`config.mk`:
```
export PLATFORM = sky130hd
export DESIGN_NAME = counting_pattern_checker_unit_flat
export DESIGN_NICKNAME = d
export VERILOG_FILES = /design/src/rtl/cpc_pkg.sv /design/src/rtl/cpc_ifs.sv /design/src/rtl/cpc_classify.sv /design/src/rtl/counting_pattern_checker_unit.sv /design/src/flat_wrapper.sv
export VERILOG_INCLUDE_DIRS = /design/src /design/src/rtl
export SDC_FILE = /design/constraint.sdc
export NUM_CORES = 1
export LEC_CHECK = 0
export BUFFER_PORTS_ARGS = -buffer_cell sky130_fd_sc_hd__buf_2
export CAP_MARGIN = 20
export CORE_ASPECT_RATIO = 1.75
export CORE_MARGIN = 5
export CORE_UTILIZATION = 30
export DETAILED_ROUTE_END_ITERATION = 7
export HOLD_SLACK_MARGIN = 0.05
export PLACE_DENSITY = 0.49
export SYNTH_ARGS = -nofsm -noshare
export SYNTH_HDL_FRONTEND = slang
export SYNTH_HIERARCHICAL = 1
export SYNTH_SLANG_ARGS = --single-unit
```
`constraint.sdc`:
```
create_clock -name clock -period 4.35 [get_ports clock]
set_input_delay 0.6525 -clock clock [delete_from_list [all_inputs] [get_ports clock]]
set_output_delay 0.6525 -clock clock [all_outputs]
set_load 0.005 [all_outputs]
```
`src/rtl/counting_pattern_checker_unit_macros.svh`:
```
// Assertion macros used by the counting pattern checker RTL.
// No dependencies; define NO_ASSERTIONS to compile the checks away.
`ifndef COUNTING_PATTERN_CHECKER_UNIT_MACROS_SVH
`define COUNTING_PATTERN_CHECKER_UNIT_MACROS_SVH

`ifndef NO_ASSERTIONS
// Clocked check, disabled while reset is high.
`define CPC_ASSERT_RST(label, clk, rst, prop, msg) \
   label: assert property (@(posedge clk) disable iff (rst) prop) else $error(msg);
// Clocked check that also holds during reset.
`define CPC_ASSERT_ALWAYS(label, clk, prop, msg) \
   label: assert property (@(posedge clk) prop) else $error(msg);
`else
`define CPC_ASSERT_RST(label, clk, rst, prop, msg)
`define CPC_ASSERT_ALWAYS(label, clk, prop, msg)
`endif

`endif

```
`src/rtl/cpc_pkg.sv`:
```
// Types and constants of the counting pattern checker.
// No dependencies.
`default_nettype none

package cpc_pkg;

   localparam int BYTE_WIDTH   = 8;
   localparam int COUNT_WIDTH  = 48;
   localparam int STATUS_WIDTH = 3;
   localparam int PRIME_LEN    = 3;

   typedef logic [BYTE_WIDTH-1:0]  byte_type;
   typedef logic [COUNT_WIDTH-1:0] count_type;

   localparam byte_type  HISTORY_RESET = '1;
   localparam count_type COUNT_MAX     = '1;

   typedef enum logic [1:0] {
      PH_PRIME = 2'd0,
      PH_SYNC  = 2'd1,
      PH_ERR   = 2'd2,
      PH_HALT  = 2'd3
   } phase_type;

   typedef enum logic [STATUS_WIDTH-1:0] {
      ST_PRIMING   = 3'd0,
      ST_OK        = 3'd1,
      ST_SYNC_ERR  = 3'd2,
      ST_INSERTED  = 3'd3,
      ST_CORRUPTED = 3'd4,
      ST_MISSING   = 3'd5,
      ST_RESTARTED = 3'd6,
      ST_HALTED    = 3'd7
   } status_type;

   typedef struct packed {
      phase_type phase;
      byte_type  last;
      byte_type  second_last;
      count_type total;
   } state_type;

   typedef struct packed {
      status_type status;
      byte_type   detail;
      count_type  seen;
   } result_type;

endpackage

`default_nettype wire

```
`src/rtl/cpc_ifs.sv`:
```
// Valid/ready channel interfaces of the counting pattern checker.
// Depends on cpc_pkg for field widths.
`default_nettype none

interface cpc_req_if;
   import cpc_pkg::*;
   logic     valid;
   logic     ready;
   byte_type rx_byte;
   modport source (output valid, output rx_byte, input ready);
   modport sink   (input valid, input rx_byte, output ready);
endinterface

interface cpc_rsp_if;
   import cpc_pkg::*;
   logic                    valid;
   logic                    ready;
   logic [STATUS_WIDTH-1:0] check_status;
   byte_type                detail_byte;
   count_type               bytes_seen;
   modport source (output valid, output check_status, output detail_byte,
                   output bytes_seen, input ready);
   modport sink   (input valid, input check_status, input detail_byte,
                   input bytes_seen, output ready);
endinterface

interface cpc_csr_if;
   logic valid;
   logic ready;
   logic restart_on_loss;
   modport source (output valid, output restart_on_loss, input ready);
   modport sink   (input valid, input restart_on_loss, output ready);
endinterface

`default_nettype wire

```
`src/rtl/cpc_classify.sv`:
```
// Per-byte classification: next checker state and the result for one byte.
// Depends on cpc_pkg.
`default_nettype none

module cpc_classify (
   input  cpc_pkg::state_type  cur_state,
   input  cpc_pkg::byte_type   rx_byte,
   input  logic                restart_on_loss,
   output cpc_pkg::state_type  next_state,
   output cpc_pkg::result_type result
);
   import cpc_pkg::*;

   count_type total_inc;
   byte_type  p1_inc;
   byte_type  p1_dec;
   byte_type  p2_inc1;
   byte_type  p2_inc2;
   byte_type  p2_inc3;
   logic      primed;
   logic      check_sync;
   logic      mismatch;
   logic      is_inserted;
   logic      is_corrupted;
   logic      is_missing;
   phase_type next_phase;

   assign total_inc = (cur_state.total == COUNT_MAX) ? cur_state.total
                                                     : cur_state.total + COUNT_WIDTH'(1);
   assign p1_inc  = cur_state.last + BYTE_WIDTH'(1);
   assign p1_dec  = cur_state.last - BYTE_WIDTH'(1);
   assign p2_inc1 = cur_state.second_last + BYTE_WIDTH'(1);
   assign p2_inc2 = cur_state.second_last + BYTE_WIDTH'(2);
   assign p2_inc3 = cur_state.second_last + BYTE_WIDTH'(3);

   assign primed       = total_inc >= COUNT_WIDTH'(PRIME_LEN);
   assign check_sync   = (cur_state.phase == PH_SYNC) ||
                         ((cur_state.phase == PH_PRIME) && primed);
   assign mismatch     = rx_byte != p1_inc;
   assign is_inserted  = rx_byte == p2_inc1;
   assign is_corrupted = rx_byte == p2_inc2;
   assign is_missing   = !mismatch && (rx_byte == p2_inc3);

   // next phase
   always_comb begin
      case (cur_state.phase)
         PH_PRIME: begin
            if (!primed) begin
               next_phase = PH_PRIME;
            end else if (mismatch) begin
               next_phase = PH_ERR;
            end else begin
               next_phase = PH_SYNC;
            end
         end
         PH_SYNC: begin
            next_phase = mismatch ? PH_ERR : PH_SYNC;
         end
         PH_ERR: begin
            if (is_inserted || is_corrupted || is_missing) begin
               next_phase = PH_SYNC;
            end else if (restart_on_loss) begin
               next_phase = PH_PRIME;
            end else begin
               next_phase = PH_HALT;
            end
         end
         default: begin
            next_phase = PH_HALT;
         end
      endcase
   end

   // result and data part of the next state
   always_comb begin
      result.status          = ST_PRIMING;
      result.detail          = rx_byte;
      result.seen            = total_inc;
      next_state.phase       = next_phase;
      next_state.last        = rx_byte;
      next_state.second_last = cur_state.last;
      next_state.total       = total_inc;
      if (cur_state.phase == PH_HALT) begin
         // frozen: report the byte, keep everything
         result.status          = ST_HALTED;
         result.seen            = cur_state.total;
         next_state.last        = cur_state.last;
         next_state.second_last = cur_state.second_last;
         next_state.total       = cur_state.total;
      end else if (check_sync) begin
         if (mismatch) begin
            result.status = ST_SYNC_ERR;
            result.detail = p1_inc;
         end else begin
            result.status = ST_OK;
         end
      end else if (cur_state.phase == PH_ERR) begin
         if (is_inserted) begin
            result.status = ST_INSERTED;
            result.detail = cur_state.last;
         end else if (is_corrupted) begin
            result.status = ST_CORRUPTED;
            result.detail = cur_state.last;
         end else if (is_missing) begin
            result.status = ST_MISSING;
            result.detail = p1_dec;
         end else if (restart_on_loss) begin
            result.status    = ST_RESTARTED;
            result.seen      = '0;
            next_state.total = '0;
         end else begin
            result.status = ST_HALTED;
         end
      end
   end

endmodule

`default_nettype wire

```
`src/rtl/counting_pattern_checker_unit.sv`:
```
// Top level of the counting pattern checker: input register, classifier, result register.
// Depends on cpc_pkg, cpc_ifs, cpc_classify and the assertion macro header.
`default_nettype none
`include "counting_pattern_checker_unit_macros.svh"

// Checks a received byte stream against an incrementing modulo-256 pattern and
// returns exactly one result per byte transfer: a status code, a detail byte and
// the saturating 48-bit byte count. The first bytes only prime the history; from
// the third byte on, a byte that is not the previous byte plus one reports a sync
// error, and the following byte classifies it as inserted, corrupted or missing,
// or as lost. A lost sync restarts priming (count zeroed) when restart_on_loss is
// set, or halts the checker until reset when it is clear; a halted checker keeps
// answering with status halted and the frozen count. Throughput is one byte per
// clock while the rsp side is ready; a byte passes from its req transfer into the
// input register, then through the compare logic and the 48-bit count increment
// into the result register, which drives the rsp channel. Both registers keep moving
// while the rsp side stalls until both are full. Write restart_on_loss over the
// csr channel (always ready) only while no byte is in flight; reset clears it.
module counting_pattern_checker_unit (
   input  logic  clock,
   input  logic  reset,
   cpc_req_if.sink   req_if,
   cpc_rsp_if.source rsp_if,
   cpc_csr_if.sink   csr_if
);
   import cpc_pkg::*;

   // configuration
   logic restart_ff;
   logic restart_in;

   // input register
   logic     in_valid_ff;
   logic     in_valid_in;
   byte_type in_byte_ff;
   byte_type in_byte_in;

   // checker state
   state_type state_ff;
   state_type state_in;

   // result register
   logic       out_valid_ff;
   logic       out_valid_in;
   result_type result_ff;
   result_type result_in;

   state_type  cls_state;
   result_type cls_result;
   logic       advance;
   logic       req_xfer;

   // move the held byte forward when the result register is free or drains now
   assign advance  = in_valid_ff && (!out_valid_ff || rsp_if.ready);
   assign req_xfer = req_if.valid && req_if.ready;

   assign req_if.ready = !in_valid_ff || advance;
   assign csr_if.ready = 1'b1;

   cpc_classify u_classify (
      .cur_state       (state_ff),
      .rx_byte         (in_byte_ff),
      .restart_on_loss (restart_ff),
      .next_state      (cls_state),
      .result          (cls_result)
   );

   always_comb begin
      restart_in   = csr_if.valid ? csr_if.restart_on_loss : restart_ff;
      in_valid_in  = req_xfer || (in_valid_ff && !advance);
      in_byte_in   = req_xfer ? req_if.rx_byte : in_byte_ff;
      // state advances with each byte that leaves the input register
      state_in     = advance ? cls_state : state_ff;
      out_valid_in = advance || (out_valid_ff && !rsp_if.ready);
      result_in    = advance ? cls_result : result_ff;
   end

   always_ff @(posedge clock) begin
      if (reset) begin
         restart_ff           <= 1'b0;
         in_valid_ff          <= 1'b0;
         out_valid_ff         <= 1'b0;
         state_ff.phase       <= PH_PRIME;
         state_ff.last        <= HISTORY_RESET;
         state_ff.second_last <= HISTORY_RESET;
         state_ff.total       <= '0;
      end else begin
         restart_ff   <= restart_in;
         in_valid_ff  <= in_valid_in;
         out_valid_ff <= out_valid_in;
         state_ff     <= state_in;
      end
   end

   // payload registers: no reset
   always_ff @(posedge clock) begin
      in_byte_ff <= in_byte_in;
      result_ff  <= result_in;
   end

   assign rsp_if.valid        = out_valid_ff;
   assign rsp_if.check_status = result_ff.status;
   assign rsp_if.detail_byte  = result_ff.detail;
   assign rsp_if.bytes_seen   = result_ff.seen;

   `CPC_ASSERT_RST(a_halt_sticky, clock, reset, state_ff.phase == PH_HALT |=> state_ff.phase == PH_HALT, "halted checker left halt")
   `CPC_ASSERT_RST(a_restart_zero, clock, reset, rsp_if.valid && rsp_if.check_status == ST_RESTARTED |-> rsp_if.bytes_seen == '0, "restart result with nonzero count")
   `CPC_ASSERT_RST(a_in_hold, clock, reset, in_valid_ff && !advance |=> in_valid_ff && $stable(in_byte_ff), "held input byte lost or changed")
   `CPC_ASSERT_RST(a_count_mono, clock, reset, advance && cls_result.status != ST_RESTARTED |=> state_ff.total >= $past(state_ff.total), "byte count went backward")
   `CPC_ASSERT_RST(a_sync_err_src, clock, reset, advance && cls_result.status == ST_SYNC_ERR |-> state_ff.phase == PH_SYNC || state_ff.phase == PH_PRIME, "sync error outside checking phase")

endmodule

`default_nettype wire
```
`src/flat_wrapper.sv`:
```
// flat-port wrapper written by rule: the top's interface ports become plain ports
module counting_pattern_checker_unit_flat import cpc_pkg::*;
  (clock, reset, req_if_valid, req_if_rx_byte, req_if_ready, rsp_if_valid, rsp_if_check_status, rsp_if_detail_byte, rsp_if_bytes_seen, rsp_if_ready, csr_if_valid, csr_if_restart_on_loss, csr_if_ready);
  cpc_req_if req_if_i ();
  cpc_rsp_if rsp_if_i ();
  cpc_csr_if csr_if_i ();
  input  logic clock;
  input  logic reset;
  input wire logic [$bits(req_if_i.valid)-1:0] req_if_valid;
  input wire logic [$bits(req_if_i.rx_byte)-1:0] req_if_rx_byte;
  output wire logic [$bits(req_if_i.ready)-1:0] req_if_ready;
  output wire logic [$bits(rsp_if_i.valid)-1:0] rsp_if_valid;
  output wire logic [$bits(rsp_if_i.check_status)-1:0] rsp_if_check_status;
  output wire logic [$bits(rsp_if_i.detail_byte)-1:0] rsp_if_detail_byte;
  output wire logic [$bits(rsp_if_i.bytes_seen)-1:0] rsp_if_bytes_seen;
  input wire logic [$bits(rsp_if_i.ready)-1:0] rsp_if_ready;
  input wire logic [$bits(csr_if_i.valid)-1:0] csr_if_valid;
  input wire logic [$bits(csr_if_i.restart_on_loss)-1:0] csr_if_restart_on_loss;
  output wire logic [$bits(csr_if_i.ready)-1:0] csr_if_ready;
  assign req_if_i.valid = req_if_valid;
  assign req_if_i.rx_byte = req_if_rx_byte;
  assign req_if_ready = req_if_i.ready;
  assign rsp_if_valid = rsp_if_i.valid;
  assign rsp_if_check_status = rsp_if_i.check_status;
  assign rsp_if_detail_byte = rsp_if_i.detail_byte;
  assign rsp_if_bytes_seen = rsp_if_i.bytes_seen;
  assign rsp_if_i.ready = rsp_if_ready;
  assign csr_if_i.valid = csr_if_valid;
  assign csr_if_i.restart_on_loss = csr_if_restart_on_loss;
  assign csr_if_ready = csr_if_i.ready;
  counting_pattern_checker_unit u_core (.clock(clock), .reset(reset), .req_if(req_if_i), .rsp_if(rsp_if_i), .csr_if(csr_if_i));
endmodule
```
==> results of run 1 <==
==> metal layers <==
metal / up-vias / track usage, %
met5: - / 0
met4: 0 / 12.9
met3: 103 / 3.40
met2: 224 / 33.3
met1: 4010 / 16.4
li1: 4133 / -
==> cells in the final DEF, fill, tap and decap left out, types with 13 or more instances in the layout <==
cell	n
a21oi_1	37
and3_1	13
buf_2	73
buf_4	95
clkbuf_16	17
dfxtp_1	68
edfxtp_1	67
inv_1	21
mux2i_1	78
nand2_1	115
nand2b_1	111
nand3_1	32
nand4_1	27
nor2_1	73
nor3_1	33
nor4_1	14
o21ai_0	89
o31ai_1	20
xnor2_1	34
xor2_1	23
==> power groups by stage <==
stage	logic (uW)	clock network [uW]	registers, uW
CTS	330	1470	1430
floorplan	240	0	1440
global placement	325	0	1450
detailed placement	327	0	1450
global route	358	1510	1430
finish	324	1410	1420
==> layout make-up <==
type	instances	area, um2
Fill cell	3334	21000
Clock inverter	10	106
Multi-Input combinational cell	850	5480
Sequential cell	136	3390
Clock buffer	21	450
Tap cell	400	500
Inverter	21	78.8
Timing Repair Buffer	171	1140
==> flip-flops by register name, indices dropped and copies added (netlist names) <==
signal                      flops
u_core/in_byte_ff               8
u_core/rsp_if.bytes_seen       48
u_core/restart_ff               1
u_core/in_valid_ff              1
u_core/rsp_if.check_status      3
u_core/rsp_if.valid             1
u_core/state_ff                66
u_core/rsp_if.detail_byte       8
==> cell families (layout without fill, tap and decap cells) <==
| kind of cell | after synthesis | count (layout) | synth area share [%] |
|---|---|---|---|
| mux | 79 | 79 | 8.17 |
| other cells | 1 | 1 | 0.0387 |
| compound gates | 214 | 214 | 13.7 |
| buf+inv | 158 | 223 | 9.18 |
| flops | 136 | 136 | 35.0 |
| fa+ha+maj | 7 | 7 | 0.904 |
| simple gates | 490 | 490 | 27.4 |
| xor+xnor | 59 | 59 | 5.63 |
==> worst max-delay path, stage by stage, from the launching register on <==
cell	delay, ns
dfxtp_1	0.33
nand3_1	0.23
nor4_2	0.50
nand3_1	0.34
or4_4	0.54
xor2_1	0.19
nand4_1	0.10
or4_1	0.53
or4_1	0.54
buf_4	0.21
and2_4	0.18
a211o_1	0.25
==> per-stage QoR <==
stage	cell area, um2	worst slack, ns
floorplan	9690	0.406
global placement	10500	0.00316
detailed placement	10500	-0.0161
CTS	11100	0.00942
global route	11100	0.0111
finish	11100	0.147
==> repair_timing <==
action                     in CTS  in global routing
pin swaps                       0                  0
setup endpoints to repair       2                 12
gates resized for setup         2                 13
==> worst max-delay path by stage <==
| stage | from | end |
|---|---|---|
| detailed placement | u_core/state_ff[12] | u_core/rsp_if.detail_byte[6] |
| global route | u_core/state_ff[57] | u_core/state_ff[15] |
| global placement | u_core/state_ff[12] | u_core/rsp_if.detail_byte[6] |
| floorplan | u_core/state_ff[0] | u_core/rsp_if.detail_byte[6] |
| CTS | u_core/state_ff[12] | u_core/rsp_if.detail_byte[6] |
| finish | u_core/state_ff[7] | u_core/rsp_if.detail_byte[6] |
==> reports/results.txt, run 1 <==
Seq pwr share: 45.1%
GRT Overall Usage: 17.4%
DRC violations left: 0
count of antenna-violating nets left after detailed routing: 0
core area: 0.0321 mm2
Worst slew margin: 44.2%
EDFF count, synth: 67
Critical Path AT: 4.40 ns
Syn Area/Cell: 8.47 um2
IO buf count: 74
Hold Path Cell Cnt: 1
CTS Root Cell: clkbuf_16
CTS H-tree lvls: 4
Num CTS Buffers: 17
pins over their slew limit: 0
Synth warnings: 6
syn_nets: 1165
RR Endpoint: u_core/rsp_if.detail_byte[6]
cell taking the most area after synthesis: edfxtp_1
layout cells sized above 1: 19.2%
Max Cap Viol: 0
Routed WL: 31.6 mm
register area share after synthesis: 35.0%
Initial DRT Pass Iterations: 5
Net Sw Frac: 24.6%
Yosys reg bits: 136
CTS tree: done
initial antenna violation count: 0
VDD IR max: 298 uV
Clk pin slew, worst setup/hold paths: 0.06 ns
routed vias/inst: 5.26
Detailed Place HPWL: 23.7 mm
Post-CTS Hold Buffers: 0
r2r worst-path depth: 11
period utilisation layout: 96.6%
die width: 146 um
Critical Path Source Type: flip-flop
nets: 1218
R2R Path Start: u_core/state_ff[7]
critical path type: reg2reg
num ports: 76
top-area cell type share of the netlist area: 20.8%
met2 routed WL: 17.3 mm
Synth cell types: 80
final non-filler cell total: 1609
clock share of power: 44.7%
Comb pwr share: 10.3%
first-pass GRT wire length: 48.6 mm
final hold vios: 0
Clock Tree Buf Depth: 2
Power Internal: 2380 uW
hold endpoint: u_core/in_byte_ff[7]
highest metal used: met4
synth top area cells: edfxtp_1 (21%), dfxtp_1 (14%), mux2i_1 (8.1%)
HP Class: in2reg
routability congestion estimate: 0.931
Worst Hold Launch: req_if_rx_byte[7]
Max FO, Critical Path: 8
Syn Std Cell Area: 0.00969 mm2
Clock Skews: 0.00910 ns
Worst Path Required: 4.55 ns
grt ovf: 0
vias in the first global route: 8708
top-count cell post-synth: nand2_1
Final Util: 34.7%
met3 WL: 1.05 mm
status: finished, final reports clean
Row Count: 87
Leak Pwr: 0.00398 uW
area delta synth->final: 15.0%
Cell Pwr Density: 283 mW/mm2
clock latency on the worst-skew pair: 0.45 ns
NetSw: 776 uW
largest net degree at the start of global routing: 93
final setup TNS: 0 ns
Post-Place Cells: 1578
post-CTS setup buffers: 0
actual slew at the worst max-slew pin: 0.836 ns
Met1 Routed Length: 11.0 mm
# setup viols final: 0
Die H: 248 um
R2R Setup Slk: 0.15 ns
final worst path period need: 4.20 ns
unrepaired setup endpoints after global routing: false
DRT iter0 DRCs: 510
TritonCTS Sinks: 136
FFs w/ async S/R, synth: 0%
Initial Utilization: 30.2%
fmax: 238 MHz
routed len/inst: 19.6 um
vias: 8470
total power: 3160 uW
ANT cells: 0
crit end category: flip-flop
die area: 0.0361 mm2
Most used DFF post-synth: dfxtp_1
Post-synth top cells: nand2_1 (115), nand2b_1 (111), o21ai_0 (89)
Synth Instances: 1144
Min Hold Slack: 0.377 ns
No activity file was read; power rests on OpenSTA's default activity.
==> inputs of run 2 (changes only) <==
==> constraint.sdc (replaced) <==
create_clock -name clock -period 5 [get_ports clock]
set_input_delay 0.75 -clock clock [delete_from_list [all_inputs] [get_ports clock]]
set_output_delay 0.75 -clock clock [all_outputs]
set_load 0.005 [all_outputs]
==> run 2 against run 1 <==
- core utilization fell by 1.3 points
- largest power group unchanged
- combinational power fell by 17%
- non-clock buffer count fell by 48
- critical path type unchanged
- sequential share of layout area rose by 1.2 points
- critical endpoint unchanged
==> reports/results.txt, run 2 (synthesized netlist as in run 1, its figures left out) <==
period utilisation layout: 92.2% (-4.4 points)
Cell Pwr Density: 257 mW/mm2 (-9.2%)
routability congestion estimate: 0.941 (+1.0%)
Top reg by flops: u_core/state_ff
HP Class: in2reg
Post-CTS Hold Buffers: 0 (unchanged)
Leak Pwr: 0.00373 uW (-6.4%)
final setup TNS: 0 ns (unchanged)
slowest cell on the critical path: nor4_1
count of antenna-violating nets left after detailed routing: 0 (unchanged)
# setup viols final: 0 (unchanged)
Max Cap Viol: 0 (unchanged)
Placement Cell Area: 0.0102 mm2 (-3.5%)
area delta synth->final: 10.7%
Clk pin slew, worst setup/hold paths: 0.06 ns (about the same)
fmax: 217 MHz (-8.9%)
max FFs per register: 66 (unchanged)
Routed WL: 30.9 mm (-2.1%)
CTS H-tree lvls: 4 (unchanged)
Detailed Place HPWL: 22.8 mm (-4.0%)
routed len/inst: 19.8 um (+0.80%)
CTS Root Cell: clkbuf_16
Initial Utilization: 30.2% (unchanged)
die width: 146 um (unchanged)
layout cells sized above 1: 15.1% (-4.0 points)
Post-Place Cells: 1530 (-3.0%)
die area: 0.0361 mm2 (unchanged)
actual slew at the worst max-slew pin: 1.05 ns (+0.215 ns)
Row Count: 87 (unchanged)
# resized after CTS: 0 (-2)
crit end category: flip-flop
final hold vios: 0 (unchanged)
routed vias/inst: 5.30 (+0.67%)
most common cell after layout, fill and taps aside: nand2_1
vias in the first global route: 8072 (-7.3%)
unrepaired setup endpoints after global routing: false
final non-filler cell total: 1562 (-2.9%)
final instance area: 0.0107 mm2 (-3.7%)
core area: 0.0321 mm2 (unchanged)
Worst slew margin: 29.6% (-15 points)
Clock Skews: 0.00895 ns (-0.000156 ns)
DRT iter0 DRCs: 412 (-19%)
pins over their slew limit: 0 (unchanged)
final worst path period need: 4.61 ns (+0.408 ns)
status: finished, final reports clean
clock latency on the worst-skew pair: 0.44 ns (about the same)
Die H: 248 um (unchanged)
vias: 8278 (-2.3%)
CTS tree: done
post-CTS setup buffers: 0 (unchanged)
Clock Tree Buf Depth: 2 (unchanged)
critical path type: reg2reg
GRT Overall Usage: 17.0% (-0.40 points)
DRC violations left: 0 (unchanged)
first-pass GRT wire length: 47.3 mm (-2.6%)
initial antenna violation count: 0 (unchanged)
ANT cells: 0 (unchanged)
Num CTS Buffers: 17 (unchanged)
Max FO, Critical Path: 11 (+3)
TritonCTS Sinks: 136 (unchanged)
grt ovf: 0 (unchanged)
VDD IR max: 251 uV (-16%)
Critical Path AT: 4.81 ns (+0.41 ns)
critical path cell sequence: nand3_1, nor4_1, buf_4, nand3_1, nor4_1, xnor2_1, nand4_1, or4_1, or4_1, buf_4, and2_4, a211o_1
num ports: 76 (unchanged)
Initial DRT Pass Iterations: 5 (unchanged)
IO buf count: 74 (unchanged)
largest net degree at the start of global routing: 70 (-25%)
Critical Path Source Type: flip-flop
most frequent cells in the layout: nand2_1 (115), nand2b_1 (111), o21ai_0 (89), mux2i_1 (78), nor2_1 (74)
Worst Path Required: 5.20 ns (+0.65 ns)
nets: 1170 (-3.9%)
Worst path max stage delay: 0.58 ns (+0.04 ns)
[run 2: changes by cell type in the layout (fill, tap and decap cells not counted), moves of 2 or more]
| cell | before | now |
|---|---|---|
| nor4_1 | 14 | 17 |
| or3_1 | 6 | 8 |
| or3_4 | 3 | 1 |
| nor3_1 | 33 | 35 |
| nor4_2 | 3 | 0 |
| clkinv_2 | 2 | 4 |
| a2111oi_1 | 2 | 0 |
| inv_6 | 0 | 2 |
| and4_1 | 9 | 11 |
| a2111oi_0 | 3 | 5 |
| clkinv_1 | 3 | 1 |
| and4_2 | 2 | 0 |
| buf_4 | 95 | 48 |
[run 2: worst max-delay path, delay by kind of cell (launching register included)]
kind / cells / cell delay [ns]
xor+xnor: 1 / 0.26
flops: 1 / 0.53
buf+inv: 2 / 0.42
compound gates: 1 / 0.26
simple gates: 8 / 2.88
[run 2: path summary, 6_finish.rpt]
kind,slack [ns],to,start,cells past startpoint
worst max register to register,0.39,u_core/rsp_if.detail_byte[6],u_core/state_ff[5],12
worst min-delay path,0.48,u_core/in_byte_ff[0],req_if_rx_byte[0],1
worst max-delay path,0.39,u_core/rsp_if.detail_byte[6],u_core/state_ff[5],12
worst min register to register,0.51,u_core/in_valid_ff,u_core/in_valid_ff,2
[run 2: layer usage]
layer	share of wire (%)	routed length [um]	GRT usage (%)
met3	3.4	1050	2.50
met2	54	16700	32.4
met4	6.5	2010	12.4
met5	0	0	0
met1	36	11100	16.7
[run 2: area by class of cell]
| type | count | area, um2 |
|---|---|---|
| fill | 3306 | 21400 |
| multi-input combinational | 850 | 5420 |
| sequential | 136 | 3390 |
| timing repair buffer | 123 | 766 |
| tap | 400 | 500 |
| clock buffer | 20 | 447 |
| clock inverter | 12 | 126 |
| inverter | 21 | 78.8 |
[run 2: power breakdown]
group / internal (uW) / leakage [uW] / switching (uW)
sequential: 1210 / 0.00116 / 37.7
clock: 744 / 0.000282 / 502
combinational: 123 / 0.00228 / 145
total: 2080 / 0.00373 / 685
[run 2: through the flow]
step,util [%],power [uW],hold slack (ns),worst slack (ns)
2_1_floorplan,-,1460,0.445,1.06
5_1_grt,33.4,2890,0.455,0.127
6_report,33.4,2760,0.477,0.389
3_5_place_dp,31.6,1540,0.508,0.443
3_3_place_gp,31.6,1540,0.503,0.480
4_1_cts,33.4,2810,0.441,0.434
